$ cat src/sv/i2ctbm_pkg.sv
// ----------------------------------------------------------------------------
// i2ctbm_pkg
// Shared types, event codes and address helpers for the I2C target byte
// memory: store depth, pointer width and the byte-to-address table.
// ----------------------------------------------------------------------------
package i2ctbm_pkg;

    // store geometry
    localparam int MEM_DEPTH = 256;
    localparam int ADDR_W    = $clog2(MEM_DEPTH);
    localparam int CMD_W     = 3;
    localparam int DATA_W    = 8;
    localparam int BYTE_CODES = 1 << DATA_W;

    // bus event codes
    localparam logic [CMD_W-1:0] EV_WRITE_RECEIVED  = 3'd0;
    localparam logic [CMD_W-1:0] EV_READ_REQUESTED  = 3'd1;
    localparam logic [CMD_W-1:0] EV_READ_PROCESSED  = 3'd2;
    localparam logic [CMD_W-1:0] EV_WRITE_REQUESTED = 3'd3;
    localparam logic [CMD_W-1:0] EV_STOP            = 3'd4;

    typedef logic [ADDR_W-1:0] addr_t;
    typedef logic [DATA_W-1:0] byte_t;
    typedef addr_t addr_lut_t [BYTE_CODES];

    // memory request from the control logic to the store
    typedef struct packed {
        logic  wr_en;
        logic  rd_en;
        addr_t addr;
        byte_t wdata;
    } mem_req_t;

    // address byte to pointer value, reduced modulo the depth at elaboration
    function automatic addr_lut_t build_addr_lut();
        addr_lut_t lut;
        for (int i = 0; i < BYTE_CODES; i++)
        begin
            lut[i] = ADDR_W'(i % MEM_DEPTH);
        end
        return lut;
    endfunction

    localparam addr_lut_t ADDR_LUT = build_addr_lut();

    // pointer advance with wrap at the top of the store
    function automatic addr_t addr_inc(input addr_t a);
        addr_t r;
        if (a == addr_t'(MEM_DEPTH - 1))
        begin
            r = '0;
        end
        else
        begin
            r = a + addr_t'(1);
        end
        return r;
    endfunction

endpackage

$ cat src/sv/i2ctbm_ctrl.sv
// ----------------------------------------------------------------------------
// i2ctbm_ctrl
// Address pointer and address-phase flag; turns each accepted bus event into
// at most one memory request for the byte store.
// ----------------------------------------------------------------------------
module i2ctbm_ctrl
(
    input  logic                          clk,
    input  logic                          rst_n,
    input  logic                          accept,
    input  logic [i2ctbm_pkg::CMD_W-1:0]  cmd,
    input  i2ctbm_pkg::byte_t             data_in,
    output i2ctbm_pkg::mem_req_t          req,
    output logic                          is_read
);

    i2ctbm_pkg::addr_t ptr_reg;
    i2ctbm_pkg::addr_t ptr_next;
    logic              loaded_reg;
    logic              loaded_next;
    i2ctbm_pkg::addr_t ptr_inc;

    assign ptr_inc = i2ctbm_pkg::addr_inc(ptr_reg);

    // event decode
    always_comb
    begin
        ptr_next    = ptr_reg;
        loaded_next = loaded_reg;
        req.wr_en   = 1'b0;
        req.rd_en   = 1'b0;
        req.addr    = ptr_reg;
        req.wdata   = data_in;
        is_read     = 1'b0;
        case (cmd)
            i2ctbm_pkg::EV_WRITE_RECEIVED:
            begin
                if (!loaded_reg)
                begin
                    ptr_next    = i2ctbm_pkg::ADDR_LUT[data_in];
                    loaded_next = 1'b1;
                end
                else
                begin
                    req.wr_en = accept;
                    ptr_next  = ptr_inc;
                end
            end
            i2ctbm_pkg::EV_READ_REQUESTED:
            begin
                req.rd_en = accept;
                is_read   = 1'b1;
            end
            i2ctbm_pkg::EV_READ_PROCESSED:
            begin
                ptr_next  = ptr_inc;
                req.addr  = ptr_inc;
                req.rd_en = accept;
                is_read   = 1'b1;
            end
            i2ctbm_pkg::EV_WRITE_REQUESTED,
            i2ctbm_pkg::EV_STOP:
            begin
                loaded_next = 1'b0;
            end
            default:
            begin
                ptr_next = ptr_reg;
            end
        endcase
    end

    // pointer state, updated once per transaction
    always_ff @(posedge clk or negedge rst_n)
    begin
        if (!rst_n)
        begin
            ptr_reg    <= '0;
            loaded_reg <= 1'b0;
        end
        else if (accept)
        begin
            ptr_reg    <= ptr_next;
            loaded_reg <= loaded_next;
        end
    end

    // a data byte is only stored once the address phase is over
    a_wr_after_addr: assert property (@(posedge clk) disable iff (!rst_n)
        req.wr_en |-> loaded_reg)
        else $error("store write during address phase");

    // one transaction never both reads and writes the store
    a_no_rd_wr: assert property (@(posedge clk) disable iff (!rst_n)
        !(req.wr_en && req.rd_en))
        else $error("store read and write in the same transaction");

    // the first byte after a re-arm loads the pointer without a store write
    a_addr_load: assert property (@(posedge clk) disable iff (!rst_n)
        (accept && !loaded_reg && cmd == i2ctbm_pkg::EV_WRITE_RECEIVED)
        |=> (loaded_reg && ptr_reg == $past(i2ctbm_pkg::ADDR_LUT[data_in])))
        else $error("address byte not loaded into pointer");

endmodule

$ cat src/sv/i2ctbm_mem.sv
// ----------------------------------------------------------------------------
// i2ctbm_mem
// Byte store with one write or one registered read per cycle. Per-entry valid
// bits, cleared by reset, make unwritten entries read as zero.
// ----------------------------------------------------------------------------
module i2ctbm_mem
(
    input  logic                 clk,
    input  logic                 rst_n,
    input  i2ctbm_pkg::mem_req_t req,
    output i2ctbm_pkg::byte_t    rdata
);

    i2ctbm_pkg::byte_t                   mem [i2ctbm_pkg::MEM_DEPTH];
    logic [i2ctbm_pkg::MEM_DEPTH-1:0]    vld_reg;
    i2ctbm_pkg::byte_t                   q_reg;
    logic                                hit_reg;

    // storage array and registered read
    always_ff @(posedge clk)
    begin
        if (req.wr_en)
        begin
            mem[req.addr] <= req.wdata;
        end
        if (req.rd_en)
        begin
            q_reg   <= mem[req.addr];
            hit_reg <= vld_reg[req.addr];
        end
    end

    // written-entry flags
    always_ff @(posedge clk or negedge rst_n)
    begin
        if (!rst_n)
        begin
            vld_reg <= '0;
        end
        else if (req.wr_en)
        begin
            vld_reg[req.addr] <= 1'b1;
        end
    end

    // never-written entries hold the reset value
    assign rdata = hit_reg ? q_reg : '0;

endmodule

$ cat src/sv/i2c_target_byte_memory_core.sv
// ----------------------------------------------------------------------------
// i2c_target_byte_memory_core
// Byte memory behind an I2C target: one bus event in, one result out.
//
//   channel | handshake          | payload
//   --------+--------------------+---------------------------
//   in      | in_valid / in_stall  | cmd[2:0], data_in[7:0]
//   out     | out_valid / out_stall| read_data[7:0], read_valid
//
// one transaction per cycle while in_stall is low; a result appears in the
// cycle after acceptance, set by the registered read of the byte store
// reset clears pointer, address-phase flag and the store's valid bits at once,
// so there is no clearing pass
// in_stall is raised only while a result is held by out_stall
// ----------------------------------------------------------------------------
module i2c_target_byte_memory_core
(
    input  logic                          clk,
    input  logic                          rst_n,
    input  logic                          in_valid,
    output logic                          in_stall,
    input  logic [i2ctbm_pkg::CMD_W-1:0]  cmd,
    input  logic [7:0]                    data_in,
    output logic                          out_valid,
    input  logic                          out_stall,
    output logic [7:0]                    read_data,
    output logic                          read_valid
);

    logic                 accept;
    logic                 is_read;
    i2ctbm_pkg::mem_req_t req;
    i2ctbm_pkg::byte_t    mem_rdata;
    logic                 out_valid_reg;
    logic                 is_read_reg;
    i2ctbm_pkg::byte_t    echo_reg;

    // handshake
    assign in_stall = out_valid_reg && out_stall;
    assign accept   = in_valid && !in_stall;

    i2ctbm_ctrl u_ctrl
    (
        .clk     (clk),
        .rst_n   (rst_n),
        .accept  (accept),
        .cmd     (cmd),
        .data_in (data_in),
        .req     (req),
        .is_read (is_read)
    );

    i2ctbm_mem u_mem
    (
        .clk   (clk),
        .rst_n (rst_n),
        .req   (req),
        .rdata (mem_rdata)
    );

    // result valid
    always_ff @(posedge clk or negedge rst_n)
    begin
        if (!rst_n)
        begin
            out_valid_reg <= 1'b0;
        end
        else if (accept)
        begin
            out_valid_reg <= 1'b1;
        end
        else if (!out_stall)
        begin
            out_valid_reg <= 1'b0;
        end
    end

    // result payload
    always_ff @(posedge clk)
    begin
        if (accept)
        begin
            is_read_reg <= is_read;
            echo_reg    <= data_in;
        end
    end

    assign out_valid  = out_valid_reg;
    assign read_valid = is_read_reg;
    assign read_data  = is_read_reg ? mem_rdata : echo_reg;

    // every accepted transaction yields a result next cycle
    a_result_follows: assert property (@(posedge clk) disable iff (!rst_n)
        accept |=> out_valid)
        else $error("accepted transaction produced no result");

    // read events are flagged as reads
    a_read_flag: assert property (@(posedge clk) disable iff (!rst_n)
        (accept && (cmd == i2ctbm_pkg::EV_READ_REQUESTED ||
                    cmd == i2ctbm_pkg::EV_READ_PROCESSED))
        |=> read_valid)
        else $error("read event without read_valid");

    // other events echo the received byte
    a_echo: assert property (@(posedge clk) disable iff (!rst_n)
        (accept && cmd != i2ctbm_pkg::EV_READ_REQUESTED &&
                   cmd != i2ctbm_pkg::EV_READ_PROCESSED)
        |=> (!read_valid && read_data == $past(data_in)))
        else $error("non-read event did not echo data_in");

endmodule
$ cat config.mk
export PLATFORM = sky130hd
export DESIGN_NAME = i2c_target_byte_memory_core
export DESIGN_NICKNAME = d
export VERILOG_FILES = /design/src/sv/i2ctbm_pkg.sv /design/src/sv/i2ctbm_ctrl.sv /design/src/sv/i2ctbm_mem.sv /design/src/sv/i2c_target_byte_memory_core.sv
export SDC_FILE = /design/constraint.sdc
export NUM_CORES = 2
export LEC_CHECK = 0
export BUFFER_PORTS_ARGS = -buffer_cell sky130_fd_sc_hd__buf_2
export CORE_UTILIZATION = 51
export DETAILED_ROUTE_END_ITERATION = 10
export GPL_ROUTABILITY_DRIVEN = 0
export HOLD_SLACK_MARGIN = 0.02
export PLACE_DENSITY_LB_ADDON = 0.12
export REMOVE_ABC_BUFFERS = 1
export SYNTH_ARGS = -nofsm -noshare
export SYNTH_HDL_FRONTEND = slang
export SYNTH_HIERARCHICAL = 1
export SYNTH_SLANG_ARGS = --single-unit
export TNS_END_PERCENT = 10
$ cat constraint.sdc
create_clock -name clk -period 4 [get_ports clk]
set_input_delay 0.8 -clock clk [delete_from_list [all_inputs] [get_ports clk]]
set_output_delay 0.8 -clock clk [all_outputs]
set_load 0.05 [all_outputs]
==> results by group <==
Critical path
  • Crit Path Category: reg2reg
  • CP Capture Type: flip-flop
  • Worst path required time: 4.60 ns
  • Arr. time, crit path: 4.53 ns
  • Critical path peak fanout: 11
  • CP Launch Type: flip-flop
  • CP cell instances: ha_2 -> and3_4 -> nand2_2 -> nand2_2 -> o21ai_4 -> buf_12 -> buf_12 -> bufbuf_16 -> buf_12 -> mux4_2 -> a22oi_1 -> a21oi_2 -> o41ai_4 -> buf_4 -> nand4_1
  • Most frequent cell on the critical path: buf_12
  • Critical path's largest stage delay: approximately 0.60 ns
  • Slowest CP cell: mux4_2
  • Buf/Inv on CP: 5
  • Crit-path leading delay family: buffers and inverters

Die
  • Die H: about 420 um
  • Die width: ~420 um
  • Starting density of the core: roughly 51%
  • Io pins: 26
  • Core box area: roughly 0.17 sq mm
  • Die area: approximately 0.18 sq mm
  • # rows: between 150 and 200

Timing
  • Final setup viols: 0
  • Achievable Freq: 0.254 GHz
  • Tightest Pin Transition: between 1 and 1.5 ns
  • Worst clock skew: 0.0322 ns
  • Final WS setup: between 0.06 and 0.07 ns
  • Slew HR: between 20% and 30%
  • Setup TNS: 0 ns
  • Pins Over Slew Limit: 0
  • Minimum clock period after layout: a little under 4 ns
  • Period Utilization, post-route: a little over nine tenths
  • Final Hold Fails: 0

Routing
  • Routed Antenna Nets: 0
  • Routed len/inst: 30.3 um
  • Initial drt markers: a little under 5000
  • DR vias: roughly 46000
  • Post-route DRC violation count: 0
  • Detailed Routing Iterations Pass 1: 5
  • Total Routed Length: about 230000 um
  • Average vias per placed instance: around 6.1

Logic synthesis
  • Top FF cell, synth: edfxtp_1
  • Count of cell types in the netlist: 47
  • EDFF count, synth: roughly 2100
  • Synth area leaders: edfxtp_1, mux4_2, dfrtp_1
  • Largest area contributor in the netlist: edfxtp_1
  • Post-Syn Instances: about 4300
  • Yosys reg bits: 2332
  • Register area share after synthesis: roughly three quarters
  • Top-area cell type share of the netlist area: 69.1%
  • Top cells by instance count after synthesis: edfxtp_1, mux4_2, a22oi_1
  • Post-Syn Area: ~0.09 sq mm
  • Most frequent cell after synthesis: edfxtp_1
  • YS warnings: 6
  • Fraction of registers with async set or reset after synthesis: 11.4%
  • Mean post-synth cell area: a little over 20 sq um

CTS
  • Clock Latency Late Sink: 0.87 ns
  • CTS Buffer Depth: 3
  • H-tree levels: 4
  • Reg clk slew, reported paths: ~0.060 ns
  • Cts bufs inserted: 233
  • CTS tree: yes
  • Root Driver: clkbuf_16
  • Sink Count: 2332

Job
  • Max-cap violations: 0

Pwr
  • Leak: 37.1 nW
  • Max VDD drop: just over 500 uV
  • Power density cells: around 570 mW/mm^2

Finish
  • Area added between synthesis and finish: 19.5%
  • Storage element area: 0.0687 sq mm
  • Multi-input combinational cell area: ~0.020 sq mm
  • Non-Filler Instances: ~7600
  • Final #Nets: 5080
  • Share of cells above drive strength 1: 38.8%
  • Number of fill cells in the layout: ~12000
  • Max FFs per register: about 2000

Global route
  • Vias in the first global route: approximately 47000
  • GR Util All Layers: about a quarter
  • Initial antenna violation count: 4
  • Total gr overflow: 0
  • First-pass GRT wire length: between 300000 and 400000 um
  • Pin count of the biggest net entering global routing: approximately 130

Placement
  • Port buffer count: 25
  • Post-DP HPWL: about 150000 um
  • Pre-CTS WS: -0.959 ns
  • Placed insts: 7126

Outcome
  • Outcome: completed

Min path
  • Worst hold path class: in2reg
==> final cells by class <==
class	count	area share (%)
repair buffers	761	6.77
clock buffers	308	5.94
well taps	2325	2.71
flip-flops and latches	2332	64.0
multi-input cells	1734	19.0
inverters	2	0.00700
diodes	4	0.00933
clock inverters	136	1.47
==> timing repair <==
| item | CTS | global route |
|---|---|---|
| hold endpoints to repair | 54 | 0 |
| hold buffers | 1 | 0 |
| buffers inserted | 19 | 7 |
| cloned | 2 | 0 |
| pin swaps | 13 | 13 |
| gates resized for setup | 61 | 32 |
| setup endpoints to repair | 9 | 9 |
==> layout by cell type (no fill, tap or decap), drive strengths merged, types with 19 or more instances in the layout <==
master and instances:
edfxtp 2066, buf 758, mux4 576, clkbuf 308
a22oi 290, dfrtp 266, or2 258, nor2 243
a21oi 147, clkinv 78, nand2 43, o41ai 36
nor3 31, bufinv 30, nand3 19
==> through the flow <==
| step | instance area, sq um | hold WS [ns] | power, W | util (%) |
|---|---|---|---|---|
| 3_5_place_dp | 98500 | 0.447 | 0.0383 | 56.5 |
| 6_report | 107000 | 0.126 | 0.0607 | 61.5 |
| 3_3_place_gp | 98500 | 0.444 | 0.0383 | 56.5 |
| 5_1_grt | 107000 | 0.0975 | 0.0626 | 61.5 |
| 2_1_floorplan | 88600 | 0.434 | 0.0335 | - |
| 4_1_cts | 107000 | 0.0618 | 0.0611 | 61.4 |
==> worst register-to-register path, stage by stage (launching register included) <==
cell and delay, ns:
dfrtp_1 0.39, ha_2 0.19, and3_4 0.20, nand2_2 0.09, nand2_2 0.07, o21ai_4 0.14, buf_12 0.14, buf_12 0.17
bufbuf_16 0.33, buf_12 0.17, mux4_2 0.61, a22oi_1 0.22, a21oi_2 0.13, o41ai_4 0.49, buf_4 0.22, nand4_1 0.11
==> final timing paths <==
path,startpoint,slack (ns),to,cells past startpoint
max in group asynchronous,rst_n,2.52,u_mem/vld_reg[96],3
min,in_valid,0.13,out_valid,2
max reg2reg,u_ctrl/ptr_reg[1],0.07,u_mem/hit_reg,15
min in group asynchronous,rst_n,0.51,u_mem/vld_reg[162],2
min reg2reg,u_mem/vld_reg[6],0.46,u_mem/vld_reg[6],1
max,u_ctrl/ptr_reg[1],0.07,u_mem/hit_reg,15
==> where the power goes <==
group | switching (W) | internal [W]
clock | 0.00930 | 0.0132
sequential | 0.0000494 | 0.0266
combinational | 0.00646 | 0.00517
==> layer usage <==
metal	share of wire, %	up-vias	wire length [um]	GRT usage [%]
met5	0.0057	-	13	0
met1	41	24800	95100	37.7
met2	49	1838	112000	41.7
met3	7.2	373	16600	4.22
li1	-	19400	-	-
met4	2.9	2	6710	7.85
==> kinds of logic (layout without fill, tap and decap cells) <==
logic type	after synthesis	in the layout	synth area share, %
AND/OR/NAND/NOR	643	643	3.66
XOR/XNOR	4	4	0.0390
flip-flops	2332	2332	76.5
multiplexers	585	585	14.6
buffers and inverters	271	1207	1.33
other	0	4	0
adder cells (fa/ha/maj)	1	1	0.0139
AO/OA/AOI/OAI	501	501	3.82
(Power assumes the default switching activity.)
